==> config.mk <==
export PLATFORM = sky130hd
export DESIGN_NAME = pba_span
export DESIGN_NICKNAME = d
export VERILOG_FILES = /design/src/hw/rtl/pba_pkg.sv /design/src/hw/rtl/pba_span.sv
export SDC_FILE = /design/constraint.sdc
export NUM_CORES = 1
export LEC_CHECK = 0
export BUFFER_PORTS_ARGS = -buffer_cell sky130_fd_sc_hd__buf_2
export CAP_MARGIN = 20
export CORE_ASPECT_RATIO = 0.8
export CORE_MARGIN = 5
export CORE_UTILIZATION = 52
export DETAILED_ROUTE_END_ITERATION = 10
export GPL_TIMING_DRIVEN = 0
export PLACE_DENSITY = 0.91
export SYNTH_ARGS = -nofsm -noshare
export SYNTH_HDL_FRONTEND = slang
export SYNTH_SLANG_ARGS = --single-unit
==> constraint.sdc <==
create_clock -name vclk -period 8.5
set_input_delay 0.85 -clock vclk [all_inputs]
set_output_delay 0.85 -clock vclk [all_outputs]
set_load 0.005 [all_outputs]
==> src/hw/rtl/pba_pkg.sv <==
// shared types and codes of the page bitmap allocator
// no dependencies
package pba_pkg;

  localparam int WORD_W   = 32;
  localparam int WORD_LSB = 5;
  localparam int DATA_W   = 2 * WORD_W;

  typedef logic [2:0] opcode_t;
  localparam opcode_t OP_INIT      = 3'd0;
  localparam opcode_t OP_ALLOC_K   = 3'd1;
  localparam opcode_t OP_ALLOC_U   = 3'd2;
  localparam opcode_t OP_ALLOC_TBL = 3'd3;
  localparam opcode_t OP_FREE      = 3'd4;
  localparam opcode_t OP_QUERY     = 3'd5;

  typedef logic [2:0] status_t;
  localparam status_t ST_OK      = 3'd0;
  localparam status_t ST_INVALID = 3'd1;
  localparam status_t ST_KOOM    = 3'd2;
  localparam status_t ST_UOOM    = 3'd3;
  localparam status_t ST_TOOM    = 3'd4;

  typedef logic [1:0] cfg_idx_t;
  localparam cfg_idx_t CFG_TOTAL    = 2'd0;
  localparam cfg_idx_t CFG_RESERVED = 2'd1;
  localparam cfg_idx_t CFG_POOL     = 2'd2;

  typedef enum logic [3:0] {
    S_IDLE,
    S_DEC,
    S_IRES,
    S_IPOOL,
    S_IFREE,
    S_INIT,
    S_RD,
    S_SEG,
    S_HIT,
    S_HEND,
    S_MRD,
    S_MWR,
    S_PRD,
    S_PG,
    S_DONE
  } state_t;

  typedef struct packed {
    logic hit;
    logic word_done;
  } span_flags_t;

endpackage

==> src/hw/rtl/pba_span.sv <==
// shared span unit: next used bit at or above pos, run update and fit test
// depends on pba_pkg
module pba_span #(
  parameter int CW = 17
) (
  input  logic [pba_pkg::WORD_W-1:0] used_eff,
  input  logic [4:0]                 pos,
  input  logic [CW-1:0]              run,
  input  logic [CW-1:0]              cnt,
  output pba_pkg::span_flags_t       flags,
  output logic [CW-1:0]              run_nxt,
  output logic [4:0]                 pos_nxt
);

  logic [pba_pkg::WORD_W-1:0] m;
  logic [5:0]                 u;
  logic [5:0]                 span_len;
  logic [CW:0]                sum;

  always_comb begin
    m = used_eff & ~((32'h1 << pos) - 32'h1);
    u = 6'd32;
    for (int b = pba_pkg::WORD_W - 1; b >= 0; b--) begin
      if (m[b]) begin
        u = 6'(b);
      end
    end
    span_len        = u - {1'b0, pos};
    sum             = {1'b0, run} + (CW+1)'(span_len);
    flags.hit       = sum >= {1'b0, cnt};
    // word ends on a free tail or on a used top bit
    flags.word_done = u[5] | (u[4:0] == 5'd31);
    run_nxt         = u[5] ? sum[CW-1:0] : '0;
    pos_nxt         = u[4:0] + 5'd1;
  end

endmodule

==> results of run 1 <==
worst paths after layout:
path / cells after the start / end / startpoint
worst max-delay path: 31 / flags[1] / pos[0]
worst min-delay path: 4 / run_nxt[11] / run[11]
worst max-delay path, delay by kind of cell:
family | cells | cell delay, ps
buf+inv | 6 | 1040
xor+xnor | 1 | 150
compound gates | 12 | 2590
fa+ha+maj | 4 | 1240
simple gates | 8 | 1370
layer usage:
| metal | vias up | GRT usage | share of wire |
|---|---|---|---|
| li1 | 1497 | - | - |
| met1 | 1470 | 0.359 | 0.42 |
| met2 | 197 | 0.407 | 0.45 |
| met3 | 36 | 0.0431 | 0.11 |
| met4 | 0 | 0.0299 | 0.023 |
| met5 | - | 0 | 0 |
kinds of logic (layout without fill, tap and decap cells):
kind of cell | count (synthesis) | in the layout | synth area share
simple gates | 138 | 138 | 0.321
buf+inv | 54 | 147 | 0.0992
compound gates | 108 | 108 | 0.312
xor+xnor | 22 | 22 | 0.0836
fa+ha+maj | 34 | 34 | 0.184
layout make-up:
type,count,area [µm²]
buffer,17,101
fill,422,1530
inverter,37,139
multi-input combinational,302,2210
tap,60,75.1
timing repair buffer,93,465
layout by cell type, fill, tap and decap left out, drive strengths merged, types with 6 or more instances in the layout:
| cell type | count |
|---|---|
| buf | 109 |
| inv | 36 |
| ha | 32 |
| o21ai | 26 |
| nor2 | 24 |
| nand2 | 22 |
| a21oi | 17 |
| nor2b | 16 |
| nor3 | 13 |
| nand3 | 12 |
| xnor2 | 12 |
| xor2 | 10 |
| and3 | 7 |
| nor4 | 7 |
| a21o | 7 |
| nand2b | 7 |
| or3 | 6 |
what timing repair did:
item | in CTS | in global routing
resized for setup | 0 | 11
endpoints found under the setup margin | 0 | 1
hold buffers | 0 | 0
power groups by stage:
stage                     clock, µW  sequential [µW]  combinational [µW]
after CTS                         0                0                 278
final                             0                0                 289
after global placement            0                0                 262
after floorplan                   0                0                 197
after detailed placement          0                0                 275
after global routing              0                0                 323
synthesized netlist by cell type, types with 10 or more instances:
cell      n
nand3_1  12
inv_1    36
nor2b_1  16
o21ai_0  26
nor3_1   12
a21oi_1  17
nand2_1  22
nor2_1   24
buf_2    13
xor2_1   10
ha_1     32
xnor2_1  11
through the flow:
stage | util | hold slack [ps]
2_1_floorplan | - | 1890
3_3_place_gp | 0.650 | 2110
3_5_place_dp | 0.650 | 2100
4_1_cts | 0.650 | 2100
5_1_grt | 0.662 | 2140
6_report | 0.662 | 2100
==> flow_summary.ini, run 1 <==
[floorplan]
start_util = 0.531
die_width_um = 85.9
fp.coreArea_um2 = 4510
ios = 95
num_rows = 22
die-area_um2 = 6070
die_h_um = 70.7

[route]
vias_per_cell = 6.29
drt_iter0_markers = 430
first_pass_iters = 6
ant_nets = 0
drc = 0
vias = 3200
routed_wl_um = 8300
wl_per_cell_um = 16.3

[yosys]
synth_top_area_frac = 0.167
synth_area_leaders = ha_1 (17%), inv_1 (5.6%), o21ai_0 (5.4%)
synth_cell_type_count = 63
ys_seq_area_frac = 0
synth_area_um2 = 2400
yosys.area.top_type = ha_1
synth_cells = 356
syn_area_per_cell_um2 = 6.73
syn_nets = 461
ys_warn_count = 0

[final_layout]
final_cells = 509
design_area_um2 = 2990
area_growth_pct = 24.6
clkbuf_count = 0
final_layout_size_suffix_gt1_frac = 0.285
final_nets = 556
diodes = 0
seqCellArea_um2 = 0
seq_cell_count = 0

[timing]
tns_ps = 0
period_share = 0.955
slew_headroom = 0.558
worst_pin_slew_ps = 656
finalSetupViolations = 0
finalHoldViolations = 0
rsz0062_at_grt = false
period_minus_slack_ps = 8120
timing.final.ws_setup_ps = 382
fmax_mhz = 123
final_max_slew_viol_count = 0

[power]
vdd_drop_max_uv = 75.1
switching_share = 0.548
clock_power_share = 0
p_int_uw = 131
powerDensity_nw_per_um2 = 96.9
design_power_total_uw = 289
leakage_uw = 0.00156
p_seq_frac = 0
p_comb_frac = 1.000
p_sw_uw = 159

[grt]
grt_max_degree = 11
grt_overflow_total = 0
antenna_found_initial = 0
grt_util_all_layers = 0.252
grt_pass1_vias = 2848
grt_pass1_wl_um = 13000

[setup_path]
cpMostUsedCell = buf_2
crit_path_start_kind = primary input
path_class = primary input to output pin
max_stage_delay_ps = 480
crit_path_top_delay_cell = fa_1
path_max_fanout = 10
required_ps = 7650
crit_path_end_kind = output pin
cp_data_arrival_time_ps = 7270

[status]
status = completed

[placement]
gp_congestion = 0.974
dp_cells = 509
port_buffers = 93
dp_hpwl_um = 6880
dpl-instance-area_um2 = 2940
pre_cts_ws_ps = 92.7

[cts]
cts_setup_buffers = 0

[worst_hold_path]
hold_path.class = primary input to output pin

[job]
max_cap_viol_count = 0
No activity file was read; power rests on OpenSTA's default activity.
==> run 2: changes to the inputs <==
--- a/config.mk
+++ b/config.mk
@@ -9,10 +9,10 @@
 export CAP_MARGIN = 20
 export CORE_ASPECT_RATIO = 0.8
 export CORE_MARGIN = 5
-export CORE_UTILIZATION = 52
+export CORE_UTILIZATION = 47
 export DETAILED_ROUTE_END_ITERATION = 10
 export GPL_TIMING_DRIVEN = 0
-export PLACE_DENSITY = 0.91
+export PLACE_DENSITY = 0.87
 export SYNTH_ARGS = -nofsm -noshare
 export SYNTH_HDL_FRONTEND = slang
 export SYNTH_SLANG_ARGS = --single-unit
==> constraint.sdc (replaced) <==
create_clock -name vclk -period 7.25
set_input_delay 0.725 -clock vclk [all_inputs]
set_output_delay 0.725 -clock vclk [all_outputs]
set_load 0.005 [all_outputs]
==> run 2 against run 1 <==
Compared with the run above: the run now ends with negative setup slack left; sequential share of layout area unchanged; setup slack got worse by 600 ps; total power increased by 55%; hold slack got worse by 230 ps; die area increased by 9.2%; highest routed layer unchanged.
==> flow_summary.ini, run 2 (synthesis results as in run 1) <==
[power]
powerDensity_nw_per_um2 = 130
vdd_drop_max_uv = 109
leakage_uw = 0.00173
clock_power_share = 0
switching_share = 0.520
p_comb_frac = 1.000
p_sw_uw = 233
p_int_uw = 215
p_seq_frac = 0

[route]
vias = 3240
first_pass_iters = 5
ant_nets = 0
drt_iter0_markers = 306
vias_per_cell = 6.10
drc = 0
routed_wl_um = 9280
wl_per_cell_um = 17.5

[grt]
grt_max_degree = 11
grt_pass1_vias = 3100
antenna_found_initial = 0
grt_overflow_total = 0
grt_util_all_layers = 0.247
grt_pass1_wl_um = 14100

[timing]
period_share = 1.03
fmax_mhz = 134
slew_headroom = 0.557
rsz0062_at_grt = true
period_minus_slack_ps = 7470
finalHoldViolations = 0
final_max_slew_viol_count = 0
tns_ps = -222
worst_pin_slew_ps = 665
finalSetupViolations = 1
timing.final.ws_setup_ps = -222

[placement]
dp_hpwl_um = 6970
gp_congestion = 0.984
dp_cells = 511
port_buffers = 93

[floorplan]
ios = 95
die_width_um = 89.8
die_h_um = 73.9
num_rows = 23
start_util = 0.481
fp.coreArea_um2 = 4980
die-area_um2 = 6630

[cts]
cts_hold_buf = 0

[setup_path]
crit_cells = 30
crit_path_start_kind = primary input
critPathTopFamily = compound AO/OA/AOI/OAI gates
path_max_fanout = 10
startpoint = pos[1]
crit_path_top_delay_cell = or4_4
cp-endpoint = flags[1]
max_stage_delay_ps = 430
path_buf_inv = 4
crit_path_end_kind = output pin
path_class = primary input to output pin
cp_data_arrival_time_ps = 6750
cpMostUsedCell = ha_1
required_ps = 6520

[status]
status = complete, but fails checks
violations = negative setup slack

[worst_hold_path]
hold_path.class = primary input to output pin

[final_layout]
mostFrequentLayoutCells = buf_2 (96), inv_1 (36), ha_1 (27), buf_4 (26)
diodes = 0
final_cells = 531
seqCellArea_um2 = 0
final_core_util = 0.692
final_nets = 576
seq_cell_count = 0
area_growth_pct = 43.9
clkbuf_count = 0
final_common_cell = buf_2
final_layout_size_suffix_gt1_frac = 0.388

[job]
max_cap_viol_count = 0
run 2: through the flow:
step           hold WS, ps  total power (µW)  instance area [µm²]  worst slack (ps)
2_1_floorplan         1640               231                 2400               421
3_3_place_gp          1860               308                 2940              -894
3_5_place_dp          1870               322                 2940             -1020
4_1_cts               1870               379                 3220              5.59
5_1_grt               1910               489                 3450              -415
6_report              1880               448                 3450              -222
run 2: power by group through the flow:
stage,Sequential (µW),Combinational [µW],Clock (µW)
after global placement,0,308,0
after detailed placement,0,322,0
after CTS,0,379,0
final,0,448,0
after floorplan,0,231,0
after global routing,0,489,0
run 2: per-layer routing:
layer / vias to the layer above / GRT usage / part of all wire
met5: - / 0 / 0
met4: 0 / 0.0570 / 0.026
met3: 27 / 0.0450 / 0.099
met2: 201 / 0.413 / 0.46
met1: 1471 / 0.332 / 0.41
li1: 1541 / - / -
run 2: layout make-up:
cell class                      instances  area (µm²)
Buffer                                 16         124
Fill cell                             407        1530
Inverter                               37         139
Multi-Input combinational cell        302        2480
Tap cell                               62        77.6
Timing Repair Buffer                  114         631
run 2: how the worst min path moves through the flow:
| stage | end | cells past startpoint | slack, ps | from |
|---|---|---|---|---|
| 3_3_place_gp | run_nxt[8] | 4 | 1860 | run[8] |
| 2_1_floorplan | run_nxt[10] | 2 | 1640 | run[10] |
| 6_report | run_nxt[15] | 4 | 1880 | run[15] |
| 3_5_place_dp | run_nxt[11] | 4 | 1870 | run[11] |
| 4_1_cts | run_nxt[11] | 4 | 1870 | run[11] |
| 5_1_grt | run_nxt[10] | 4 | 1910 | run[10] |
run 2: what timing repair did:
action | in CTS | in global routing
buffers inserted | 13 | 8
endpoints found under the hold margin | 0 | 0
pin swaps | 26 | 31
resized for setup | 47 | 31
setup endpoints to repair | 10 | 1
==> run 3: changes to the inputs <==
--- a/config.mk
+++ b/config.mk
@@ -7,12 +7,14 @@
 export LEC_CHECK = 0
 export BUFFER_PORTS_ARGS = -buffer_cell sky130_fd_sc_hd__buf_2
 export CAP_MARGIN = 20
+export CELL_PAD_IN_SITES_DETAIL_PLACEMENT = 0
+export CELL_PAD_IN_SITES_GLOBAL_PLACEMENT = 1
 export CORE_ASPECT_RATIO = 0.8
 export CORE_MARGIN = 5
-export CORE_UTILIZATION = 47
+export CORE_UTILIZATION = 35
 export DETAILED_ROUTE_END_ITERATION = 10
 export GPL_TIMING_DRIVEN = 0
-export PLACE_DENSITY = 0.87
+export PLACE_DENSITY = 0.9
 export SYNTH_ARGS = -nofsm -noshare
 export SYNTH_HDL_FRONTEND = slang
 export SYNTH_SLANG_ARGS = --single-unit
==> constraint.sdc (replaced) <==
create_clock -name vclk -period 7.6
set_input_delay 0.76 -clock vclk [all_inputs]
set_output_delay 0.76 -clock vclk [all_outputs]
set_load 0.005 [all_outputs]
==> run 3 against run 2 <==
Compared with the run above: the flow now finishes without violations; total power is 21% lower; non-clock buffer count down 13; clock-buffer cell count is the same; combinational power decreased by 21%; largest cell class unchanged; highest routed layer unchanged.
==> flow_summary.ini, run 3 (synthesis results as in run 1) <==
[worst_hold_path]
hold_path.class = primary input to output pin

[setup_path]
startpoint = pos[2]
path_max_fanout = 10
critPathTopFamily = compound AO/OA/AOI/OAI gates
cp_data_arrival_time_ps = 6640
max_stage_delay_ps = 590
crit_path_top_delay_cell = fa_2
path_class = primary input to output pin
crit_path_end_kind = output pin
cp-endpoint = flags[1]
required_ps = 6840
crit_cells = 30
crit_path_start_kind = primary input
cpMostUsedCell = ha_1
path_buf_inv = 5

[route]
routed_wl_um = 8830
first_pass_iters = 5
drc = 0
vias_per_cell = 5.66
drt_iter0_markers = 230
wl_per_cell_um = 16.3
ant_nets = 0
vias = 3074

[timing]
finalHoldViolations = 0
finalSetupViolations = 0
fmax_mhz = 135
period_share = 0.973
timing.final.ws_setup_ps = 204
period_minus_slack_ps = 7400
final_max_slew_viol_count = 0
tns_ps = 0
slew_headroom = 0.605
worst_pin_slew_ps = 586

[grt]
grt_pass1_vias = 2774
grt_overflow_total = 0
grt_util_all_layers = 0.184
grt_max_degree = 11
antenna_found_initial = 0
grt_pass1_wl_um = 13300

[power]
switching_share = 0.534
p_int_uw = 164
clock_power_share = 0
powerDensity_nw_per_um2 = 110
vdd_drop_max_uv = 56.2
leakage_uw = 0.00164
p_sw_uw = 188
p_seq_frac = 0
design_power_total_uw = 352
p_comb_frac = 1.000

[final_layout]
diodes = 0
multiInputGateArea_um2 = 2320
area_growth_pct = 34.2
design_area_um2 = 3210
seq_cell_count = 0
clkbuf_count = 0
nFillCells = 713
final_nets = 563
seqCellArea_um2 = 0
mostFrequentLayoutCells = buf_2 (97), inv_1 (36), ha_1 (30), nor2_1 (23), o21ai_0 (22)
final_layout_size_suffix_gt1_frac = 0.333
final_common_cell = buf_2

[floorplan]
fp.coreArea_um2 = 6760
die-area_um2 = 8610
die_width_um = 103
ios = 95
die_h_um = 84.0
num_rows = 27
start_util = 0.355

[placement]
dp_hpwl_um = 7150
pre_cts_ws_ps = -702
dpl-instance-area_um2 = 2970
port_buffers = 93
gp_congestion = 0.939

[cts]
cts_hold_buf = 0

[status]
status = completed

[job]
max_cap_viol_count = 0
## run 3: changes by cell type in the layout (fill, tap and decap cells not counted), moves of 3 or more
cell / change
a21oi_4: -3
ha_4: -3
nor3_2: -3
o21ai_1: -3
ha_1: +3
buf_4: -14
nor3_1: +3
o21ai_0: +3
## run 3: power by group through the flow
stage | sequential [µW] | clock (µW) | combinational (µW)
final | 0 | 0 | 352
after detailed placement | 0 | 0 | 305
after global routing | 0 | 0 | 392
after global placement | 0 | 0 | 300
after floorplan | 0 | 0 | 220
after CTS | 0 | 0 | 329
## run 3: metal layers
layer,global-route usage,wire [µm],up-vias
li1,-,-,1522
met1,0.286,4050,1392
met2,0.289,3880,149
met3,0.00919,835,11
met4,0.00596,68,0
met5,0,0,-
## run 3: how the worst min path moves through the flow
stage / startpoint / slack (ps) / to / depth (start not counted)
final: run[8] / 1930 / run_nxt[8] / 4
after global placement: run[8] / 1930 / run_nxt[8] / 4
after global routing: run[8] / 1970 / run_nxt[8] / 4
after CTS: run[8] / 1930 / run_nxt[8] / 4
after detailed placement: run[8] / 1930 / run_nxt[8] / 4
after floorplan: run[10] / 1710 / run_nxt[10] / 2
## run 3: what timing repair did
item,CTS,global route
buffers inserted,6,2
resized for setup,21,25
endpoints found under the setup margin,1,1
pin swaps,7,16
## run 3: stage by stage
step / instances / hold WS (ps) / util
after floorplan: 356 / 1710 / -
after global placement: 536 / 1930 / 0.440
after detailed placement: 536 / 1930 / 0.440
after CTS: 542 / 1930 / 0.460
after global routing: 543 / 1970 / 0.476
final: 543 / 1930 / 0.476
## run 3: layout make-up
type | instances | share of cell area
repair buffers | 101 | 0.164
well taps | 87 | 0.0339
inverters | 37 | 0.0432
plain buffers | 16 | 0.0370
multi-input cells | 302 | 0.722
